==> src/design/sfsd_pkg.sv <==
// Shared types and constants for the screen frame stream deframer.
package sfsd_pkg;

   // Result kind codes
   typedef enum logic [1:0] {
      KIND_HEADER = 2'd0,
      KIND_BANNER = 2'd1,
      KIND_BODY   = 2'd2,
      KIND_EMPTY  = 2'd3
   } kind_type;

   // Banner byte positions
   localparam logic [7:0] POS_VERSION    = 8'd0;
   localparam logic [7:0] POS_LENGTH     = 8'd1;
   localparam logic [7:0] POS_WORDS      = 8'd2;
   localparam logic [7:0] POS_ORIENT     = 8'd22;
   localparam logic [7:0] POS_QUIRKS     = 8'd23;
   localparam logic [7:0] MIN_BANNER_LEN = 8'd2;

   // Banner word slots
   localparam int WORD_COUNT = 5;
   localparam logic [2:0] WORD_PID    = 3'd0;
   localparam logic [2:0] WORD_REAL_W = 3'd1;
   localparam logic [2:0] WORD_REAL_H = 3'd2;
   localparam logic [2:0] WORD_VIRT_W = 3'd3;
   localparam logic [2:0] WORD_VIRT_H = 3'd4;

   // JPEG start-of-image marker and orientation step
   localparam logic [7:0]  SOI_BYTE0   = 8'hFF;
   localparam logic [7:0]  SOI_BYTE1   = 8'hD8;
   localparam logic [14:0] ORIENT_STEP = 15'd90;

   // Body byte position tracking
   localparam logic [1:0] BODY_FIRST  = 2'd0;
   localparam logic [1:0] BODY_SECOND = 2'd1;
   localparam logic [1:0] BODY_AFTER  = 2'd2;

   // One result
   typedef struct packed {
      kind_type    kind;
      logic [7:0]  body_byte;
      logic        frame_last;
      logic        not_jpeg;
      logic [7:0]  version;
      logic [31:0] pid;
      logic [31:0] real_width;
      logic [31:0] real_height;
      logic [31:0] virtual_width;
      logic [31:0] virtual_height;
      logic [14:0] orientation_deg;
      logic [7:0]  quirks;
   } rsp_type;

endpackage

==> src/design/screen_frame_stream_deframer.sv <==
// Top level of the screen frame stream deframer: banner parser and frame splitter.
//
// Takes one stream byte per request and returns exactly one result per byte, at one
// byte per clock cycle unless a full output stage holds req_ready low. Each request is
// resolved in the cycle it is taken, by counter updates and a byte insert into the
// banner or length registers; the result lands in a two-entry output stage (output
// register plus skid register), so req_ready stays high while one result waits and
// drops only when both entries hold. The banner is parsed once after reset; every
// later byte belongs to a frame of HEADER_BYTES little-endian length bytes and that
// many body bytes. Banner fields are reported on every result as held after that
// byte.
module screen_frame_stream_deframer #(
   parameter int HEADER_BYTES = 4
) (
   input  logic        clock,
   input  logic        reset,
   input  logic        req_valid,
   output logic        req_ready,
   input  logic [7:0]  req_stream_byte,
   output logic        rsp_valid,
   input  logic        rsp_ready,
   output logic [1:0]  rsp_kind,
   output logic [7:0]  rsp_body_byte,
   output logic        rsp_frame_last,
   output logic        rsp_not_jpeg,
   output logic [7:0]  rsp_version,
   output logic [31:0] rsp_pid,
   output logic [31:0] rsp_real_width,
   output logic [31:0] rsp_real_height,
   output logic [31:0] rsp_virtual_width,
   output logic [31:0] rsp_virtual_height,
   output logic [14:0] rsp_orientation_deg,
   output logic [7:0]  rsp_quirks
);

   localparam int HdrW = $clog2(HEADER_BYTES + 1);
   localparam logic [HdrW-1:0] HdrLen = HdrW'(HEADER_BYTES);

   // Parser state
   logic [7:0]      banner_count_ff, banner_count_in;
   logic [7:0]      banner_len_ff, banner_len_in;
   logic [31:0]     word_ff [sfsd_pkg::WORD_COUNT];
   logic [31:0]     word_in [sfsd_pkg::WORD_COUNT];
   logic [7:0]      version_ff, version_in;
   logic [14:0]     orient_ff, orient_in;
   logic [7:0]      quirks_ff, quirks_in;
   logic [HdrW-1:0] header_count_ff, header_count_in;
   logic [31:0]     remaining_ff, remaining_in;
   logic [1:0]      body_index_ff, body_index_in;
   logic            bad_start_ff, bad_start_in;

   // Output stage
   logic                 out_valid_ff, skid_valid_ff;
   sfsd_pkg::rsp_type    out_ff, skid_ff, result;

   logic       take, pop;
   logic [7:0] pos_off;

   assign req_ready = !skid_valid_ff;
   assign take      = req_valid && req_ready;
   assign pop       = out_valid_ff && rsp_ready;
   assign pos_off   = banner_count_ff - sfsd_pkg::POS_WORDS;

   // Next state and result for the byte at the input
   always_comb begin
      banner_count_in = banner_count_ff;
      banner_len_in   = banner_len_ff;
      word_in         = word_ff;
      version_in      = version_ff;
      orient_in       = orient_ff;
      quirks_in       = quirks_ff;
      header_count_in = header_count_ff;
      remaining_in    = remaining_ff;
      body_index_in   = body_index_ff;
      bad_start_in    = bad_start_ff;
      result          = '0;
      result.kind     = sfsd_pkg::KIND_HEADER;

      if (banner_count_ff < banner_len_ff) begin
         // Banner byte
         banner_count_in = banner_count_ff + 8'd1;
         if (banner_count_ff == sfsd_pkg::POS_VERSION) begin
            version_in = req_stream_byte;
         end else if (banner_count_ff == sfsd_pkg::POS_LENGTH) begin
            banner_len_in = (req_stream_byte < sfsd_pkg::MIN_BANNER_LEN) ?
                            sfsd_pkg::MIN_BANNER_LEN : req_stream_byte;
         end else if (banner_count_ff < sfsd_pkg::POS_ORIENT) begin
            for (int i = 0; i < sfsd_pkg::WORD_COUNT; i++) begin
               if (pos_off[4:2] == 3'(i)) begin
                  word_in[i] = word_ff[i] | (32'(req_stream_byte) << {pos_off[1:0], 3'b000});
               end
            end
         end else if (banner_count_ff == sfsd_pkg::POS_ORIENT) begin
            orient_in = 15'(req_stream_byte) * sfsd_pkg::ORIENT_STEP;
         end else if (banner_count_ff == sfsd_pkg::POS_QUIRKS) begin
            quirks_in = req_stream_byte;
         end
         if (banner_count_in == banner_len_in) begin
            result.kind = sfsd_pkg::KIND_BANNER;
         end
      end else if (header_count_ff < HdrLen) begin
         // Frame length byte, little endian
         remaining_in    = remaining_ff |
                           (32'(req_stream_byte) << {header_count_ff, 3'b000});
         header_count_in = header_count_ff + HdrW'(1);
         if (header_count_in == HdrLen && remaining_in == 32'd0) begin
            result.kind       = sfsd_pkg::KIND_EMPTY;
            result.frame_last = 1'b1;
            result.not_jpeg   = 1'b1;
            header_count_in   = '0;
         end
      end else begin
         // Body byte
         result.kind      = sfsd_pkg::KIND_BODY;
         result.body_byte = req_stream_byte;
         if (body_index_ff == sfsd_pkg::BODY_FIRST) begin
            bad_start_in  = (req_stream_byte != sfsd_pkg::SOI_BYTE0);
            body_index_in = sfsd_pkg::BODY_SECOND;
         end else if (body_index_ff == sfsd_pkg::BODY_SECOND) begin
            bad_start_in  = bad_start_ff | (req_stream_byte != sfsd_pkg::SOI_BYTE1);
            body_index_in = sfsd_pkg::BODY_AFTER;
         end
         remaining_in = remaining_ff - 32'd1;
         if (remaining_in == 32'd0) begin
            result.frame_last = 1'b1;
            result.not_jpeg   = bad_start_in || (body_index_in < sfsd_pkg::BODY_AFTER);
            header_count_in   = '0;
            body_index_in     = sfsd_pkg::BODY_FIRST;
            bad_start_in      = 1'b0;
         end
      end

      result.version         = version_in;
      result.pid             = word_in[sfsd_pkg::WORD_PID];
      result.real_width      = word_in[sfsd_pkg::WORD_REAL_W];
      result.real_height     = word_in[sfsd_pkg::WORD_REAL_H];
      result.virtual_width   = word_in[sfsd_pkg::WORD_VIRT_W];
      result.virtual_height  = word_in[sfsd_pkg::WORD_VIRT_H];
      result.orientation_deg = orient_in;
      result.quirks          = quirks_in;
   end

   // Parser state registers, advanced on each accepted request
   always_ff @(posedge clock) begin
      if (reset) begin
         banner_count_ff <= '0;
         banner_len_ff   <= sfsd_pkg::MIN_BANNER_LEN;
         for (int i = 0; i < sfsd_pkg::WORD_COUNT; i++) begin
            word_ff[i] <= '0;
         end
         version_ff      <= '0;
         orient_ff       <= '0;
         quirks_ff       <= '0;
         header_count_ff <= '0;
         remaining_ff    <= '0;
         body_index_ff   <= sfsd_pkg::BODY_FIRST;
         bad_start_ff    <= 1'b0;
      end else if (take) begin
         banner_count_ff <= banner_count_in;
         banner_len_ff   <= banner_len_in;
         word_ff         <= word_in;
         version_ff      <= version_in;
         orient_ff       <= orient_in;
         quirks_ff       <= quirks_in;
         header_count_ff <= header_count_in;
         remaining_ff    <= remaining_in;
         body_index_ff   <= body_index_in;
         bad_start_ff    <= bad_start_in;
      end
   end

   // Output register with skid entry
   always_ff @(posedge clock) begin
      if (reset) begin
         out_valid_ff  <= 1'b0;
         skid_valid_ff <= 1'b0;
      end else if (!out_valid_ff || pop) begin
         out_valid_ff  <= skid_valid_ff || take;
         skid_valid_ff <= 1'b0;
      end else if (take) begin
         skid_valid_ff <= 1'b1;
      end
   end

   always_ff @(posedge clock) begin
      if (!out_valid_ff || pop) begin
         out_ff <= skid_valid_ff ? skid_ff : result;
      end else if (take) begin
         skid_ff <= result;
      end
   end

   // Result ports
   assign rsp_valid           = out_valid_ff;
   assign rsp_kind            = out_ff.kind;
   assign rsp_body_byte       = out_ff.body_byte;
   assign rsp_frame_last      = out_ff.frame_last;
   assign rsp_not_jpeg        = out_ff.not_jpeg;
   assign rsp_version         = out_ff.version;
   assign rsp_pid             = out_ff.pid;
   assign rsp_real_width      = out_ff.real_width;
   assign rsp_real_height     = out_ff.real_height;
   assign rsp_virtual_width   = out_ff.virtual_width;
   assign rsp_virtual_height  = out_ff.virtual_height;
   assign rsp_orientation_deg = out_ff.orientation_deg;
   assign rsp_quirks          = out_ff.quirks;

endmodule

==> config.mk <==
export PLATFORM = sky130hd
export DESIGN_NAME = screen_frame_stream_deframer
export DESIGN_NICKNAME = d
export VERILOG_FILES = /design/src/design/sfsd_pkg.sv /design/src/design/screen_frame_stream_deframer.sv
export SDC_FILE = /design/constraint.sdc
export NUM_CORES = 1
export LEC_CHECK = 0
export BUFFER_PORTS_ARGS = -buffer_cell sky130_fd_sc_hd__buf_4
export CORE_MARGIN = 2
export CORE_UTILIZATION = 50
export DETAILED_ROUTE_END_ITERATION = 8
export PLACE_DENSITY = 0.75
export SLEW_MARGIN = 20
export SYNTH_ARGS = -nofsm -noshare
export SYNTH_HDL_FRONTEND = slang
export SYNTH_SLANG_ARGS = --single-unit
==> constraint.sdc <==
create_clock -name clock -period 34.4 [get_ports clock]
set_input_delay 1.72 -clock clock [delete_from_list [all_inputs] [get_ports clock]]
set_output_delay 1.72 -clock clock [all_outputs]
set_load 0.01 [all_outputs]
## Word level (Yosys, flattened, before mapping)

Index checks and enable logic that the tools add are counted.

| operators by class | value |
|---|---|
| $add $sub $neg | 4 |
| multipliers | 1 |
| order comparisons | 5 |
| equal/unequal tests | 12 |
| shift-type cells | 2 |
| multiplexer cells | 49 |
| bitwise logic cells | 10 |
| reductions and logical operators | 20 |

Operators with widths:

| cell | count |
|---|---|
| $mux W160 | 4 |
| $mux W203 | 1 |
| $mux W32 | 6 |
| $or A32 B32 Y32 | 6 |
| $mux W8 | 13 |
| $mux W15 | 5 |
| $logic_not A32 Y1 | 2 |
| $shl A8 B5 Y32 | 1 |
| $shl A8 B6 Y32 | 1 |
| $sub A32 B1 Y32 const B | 1 |
| $mux W2 | 10 |
| $eq A8 B5 Y1 const B | 2 |
| $ne A8 B8 Y1 const B | 2 |
| $mul A8 B6 Y14 const B | 1 |
| $mux W10 | 1 |
| $mux W3 | 3 |
| $add A8 B1 Y8 const B | 1 |
| $eq A8 B1 Y1 const B | 1 |
| $eq A8 B8 Y1 | 1 |
| $logic_not A8 Y1 | 1 |
| $lt A8 B2 Y1 const B | 1 |
| $lt A8 B5 Y1 const B | 1 |
| $lt A8 B8 Y1 | 1 |
| $eq A3 B2 Y1 const B | 2 |
| other kinds (19) | 35 |

| word-level totals | value |
|---|---|
| register bits | 653 |
| bits of input ports | 12 |
| output and inout port bits | 205 |

## Logic depth before layout (Yosys ltp)

| depth | value |
|---|---|
| depth in word-level cells | 11 |
| mapped depth | 16 |

## Worst setup path before layout

No wires, ideal clock.

| timing | value |
|---|---|
| kind | input -> register |
| from | input port rsp_ready |
| to | register skid_ff[0] (netlist name), enable pin |
| setup time | 2.321 ns |
| data arrival time | 19.935 ns |
| data required time | 32.079 ns |
| setup slack | 12.145 ns |
| cell stages on the path | 2 |
| path buffers | 0 |
| path through | nand2b_1 -> nor2_1 |

| between the ends | value |
|---|---|
| cells in the longest elaborated chain, start to end | 4 |

Ends and longest elaborated chain:

| element | line | RTL |
|---|---|---|
| start: declaration | screen_frame_stream_deframer.sv:21 | `input logic rsp_ready,` |
| $logic_and A1 B1 Y1 | screen_frame_stream_deframer.sv:61 | `assign pop = out_valid_ff && rsp_ready;` |
| $logic_or A1 B1 Y1 | screen_frame_stream_deframer.sv:186 | `if (!out_valid_ff \|\| pop) begin` |
| $not A1 Y1 (no line) | n/a |  |
| $reduce_and A2 Y1 (no line) | n/a |  |
| end signal: assignment | screen_frame_stream_deframer.sv:189 | `skid_ff <= result;` |
| end: declaration | screen_frame_stream_deframer.sv:54 | `sfsd_pkg::rsp_type out_ff, skid_ff, result;` |

Every way passes these cells.
A chain may end at the register's enable or synchronous reset.

## Worst setup path after layout

| timing | value |
|---|---|
| from | input port req_stream_byte[2] |
| to | register out_ff (netlist bit rsp_orientation_deg[13]) (data pin) |

| between the ends | value |
|---|---|
| cells in the longest elaborated chain, start to end | 7 |

Ends and longest elaborated chain:

| element | line | RTL |
|---|---|---|
| start: declaration | screen_frame_stream_deframer.sv:19 | `input logic [7:0] req_stream_byte,` |
| $mul A8 B6 Y14 | screen_frame_stream_deframer.sv:94 | `orient_in = 15'(req_stream_byte) * sfsd_pkg::ORIENT_STEP;` |
| $mux W15 | screen_frame_stream_deframer.sv:93 | `end else if (banner_count_ff == sfsd_pkg::POS_ORIENT) begin` |
| $mux W15 | screen_frame_stream_deframer.sv:87 | `end else if (banner_count_ff < sfsd_pkg::POS_ORIENT) begin` |
| $mux W15 | screen_frame_stream_deframer.sv:84 | `end else if (banner_count_ff == sfsd_pkg::POS_LENGTH) begin` |
| $mux W15 | screen_frame_stream_deframer.sv:82 | `if (banner_count_ff == sfsd_pkg::POS_VERSION) begin` |
| $mux W15 | screen_frame_stream_deframer.sv:79 | `if (banner_count_ff < banner_len_ff) begin` |
| net orient_in[13] | screen_frame_stream_deframer.sv:45 | `logic [14:0] orient_ff, orient_in;` |
| $mux W203 | screen_frame_stream_deframer.sv:187 | `out_ff <= skid_valid_ff ? skid_ff : result;` |
| end signal: assignment | screen_frame_stream_deframer.sv:187 |  |
| end: declaration | screen_frame_stream_deframer.sv:54 |  |

The timed path passes the listed nets, and every way through them passes these cells.

==> results.json <==
{
  "cp.arrival_ns": 5.40,
  "gp_congestion": 0.854,
  "portBuffers": 216,
  "post-route-util": 0.587,
  "nets": 2374,
  "worst-setup-path-type": "input pin to flop",
  "drv_cap": 0,
  "final_common_cell": "edfxtp_1",
  "path_clk_slew_ns": 0.06,
  "core_mm2": 0.0551,
  "intPower_w": 0.00136,
  "worst_pin_slew_ns": 1.10,
  "clockRootBuffer": "clkbuf_16",
  "netSwitchingPower_w": 0.000445,
  "stdcell_count": 3115,
  "hpwl_mm": 43.1,
  "synth_top_cell_by_area": "edfxtp_1",
  "wl_mm": 68.4,
  "tns_ns": 0,
  "final-seq-area_mm2": 0.0171,
  "async_flop_share": 0,
  "netlist.area_leader.share": 0.437,
  "ioPinCount": 217,
  "ff2ff_setup_slack_ns": 30.37,
  "die_x_um": 240,
  "finalCritPeriodShare": 0.147,
  "postCtsSetupRepairBufs": 0,
  "grt_max_degree": 94,
  "ctsResizeCount": 0,
  "fmax_mhz": 198,
  "worstSetupEndpointType": "flop",
  "swShare": 0.247,
  "gr-total-overflow": 0,
  "hold_violations": 0,
  "grt_setup_unrepaired": "false",
  "fillers": 4261,
  "layout-drive-gt1-share": 0.273,
  "synth_cell_types": 77,
  "ys_top_cells_by_area": "edfxtp_1 (44%), dfxtp_1 (18%), mux2_2 (8.9%)",
  "htreeDepth": 3,
  "total_leakage_power_nw": 14.8,
  "start_kind": "input pin",
  "yosys_warnings": 0,
  "status": "finished clean",
  "ys.flop_type": "edfxtp_1",
  "pwr-share-seq": 0.480,
  "wl_per_cell_um": 22.0,
  "combPwrFrac": 0.104,
  "grt_pass1_vias": 17900,
  "drt_pre_antenna_iters": 5,
  "mostFrequentLayoutCells": "edfxtp_1 (406), dfxtp_1 (246), buf_4 (233)",
  "syn_avg_cell_area_um2": 12.9,
  "synth_edf_count": 406,
  "setup_violations": 0,
  "ant_nets": 0,
  "required_ns": 34.75,
  "cts_made_buffers": 69,
  "min_period_ns": 5.05,
  "first_iter_violations": 1888,
  "layout_setup_ws_ns": 29.35,
  "holdWs_ns": 0.427,
  "critPathMaxFanout": 21,
  "cts_tree": "built",
  "area_growth_pct": 16.0,
  "vias": 18500,
  "multi_input_area_mm2": 0.0100,
  "clock_latency_ns": 0.60,
  "rows": 86,
  "dieArea_mm2": 0.0577,
  "ys_seq_elements": 653,
  "grt_antenna_before_repair": 1,
  "netlist_instances": 2162,
  "cts.sinks": 653,
  "start_util": 0.506,
  "fin_skew_ns": 0.0136,
  "netlist_area_mm2": 0.0279,
  "die_y_um": 240,
  "gr-usage-all-layers": 0.234,
  "syn_nets": 2226,
  "route.detailed.drc": 0,
  "power_density_mw_per_mm2": 55.8,
  "diodes": 0,
  "clockBufferDepth": 3,
  "grt_pass1_wl_mm": 105,
  "max-vdd-ir-drop_v": 0.0000326,
  "drt-vias-per-instance": 5.92,
  "postCtsHoldBufs": 0,
  "post-place-ws_ns": 28.77,
  "maxSlewViolCount": 0,
  "yosysSeqAreaShare": 0.614,
  "min_path_type": "flop to flop",
  "clkPwrFrac": 0.415,
  "place_inst": 2987,
  "maxSlewHeadroom": 0.264
}
[worst max-delay path, stage by stage]
cell and delay, ns:
buf_4 0.27, ha_1 0.33, ha_1 0.30, inv_1 0.05
fa_1 0.45, inv_1 0.06, ha_1 0.16, inv_1 0.07
fa_1 0.46, nor2b_1 0.13, o21ai_0 0.12, a21boi_0 0.28
o21ai_0 0.15, a21oi_1 0.19, xor2_1 0.10, mux2_2 0.28
mux2_2 0.27
[metrics by stage]
stage / cell area [um^2] / power [W]
final: 32300 / 0.00180
after global routing: 32300 / 0.00187
after CTS: 32300 / 0.00182
after detailed placement: 30100 / 0.00107
after global placement: 30100 / 0.00107
after floorplan: 27900 / 0.00100
[power groups by stage]
stage / combinational (W) / sequential (W) / clock (W)
after global placement: 0.000182 / 0.000883 / 0
after detailed placement: 0.000186 / 0.000884 / 0
final: 0.000188 / 0.000867 / 0.000750
after floorplan: 0.000113 / 0.000890 / 0
after global routing: 0.000205 / 0.000869 / 0.000794
after CTS: 0.000187 / 0.000867 / 0.000762
[cell families after synthesis]
group,count (synthesis),synth area share
adder cells (fa/ha/maj),52,0.0260
flip-flops,653,0.614
AO/OA/AOI/OAI,509,0.142
AND/OR/NAND/NOR,462,0.0810
buffers and inverters,208,0.0281
XOR/XNOR,31,0.00974
multiplexers,247,0.0986
[sequential cells by signal, summed over array words and instances, names as in the netlist, 15 cells and up]
name and count:
rsp_real_width 32, rsp_virtual_width 32, skid_ff 203, orient_ff 15
rsp_real_height 32, rsp_orientation_deg 15, word_ff 160, rsp_virtual_height 32
remaining_ff 32, rsp_pid 32
[Yosys cell counts, types with 28 or more instances]
cell	n
edfxtp_1	406
nor3_1	45
a21oi_1	72
mux2_2	220
a31o_2	58
clkbuf_1	150
o21ai_0	48
o211a_1	115
nor2_1	198
nand2_1	58
inv_1	47
o2bb2ai_1	28
ha_1	42
nand3_1	35
a21o_1	94
dfxtp_1	247
[routing by layer]
| metal | global-route usage | wire, um | vias to the layer above |
|---|---|---|---|
| li1 | - | - | 8443 |
| met1 | 0.332 | 30100 | 9180 |
| met2 | 0.368 | 32200 | 722 |
| met3 | 0.0371 | 4480 | 106 |
| met4 | 0.0798 | 1670 | 0 |
| met5 | 0 | 0 | - |
[final timing paths]
path / end / cells after the start / startpoint
worst max-delay path: rsp_orientation_deg[13]$_DFFE_PP_ / 17 / req_stream_byte[2]
worst min-delay path: orient_ff[0]$_SDFFE_PP0P_ / 2 / orient_ff[0]$_SDFFE_PP0P_
worst max register to register: rsp_kind[0]$_DFFE_PP_ / 10 / banner_count_ff[0]$_SDFFE_PP0P_
worst min register to register: orient_ff[0]$_SDFFE_PP0P_ / 2 / orient_ff[0]$_SDFFE_PP0P_
[area by class of cell]
class,count,share of cell area
repair buffers,235,0.0548
well taps,748,0.0289
clock buffers,92,0.0576
flip-flops and latches,653,0.530
multi-input cells,1301,0.310
inverters,50,0.00611
clock inverters,36,0.0131
(Power assumes the default switching activity.)
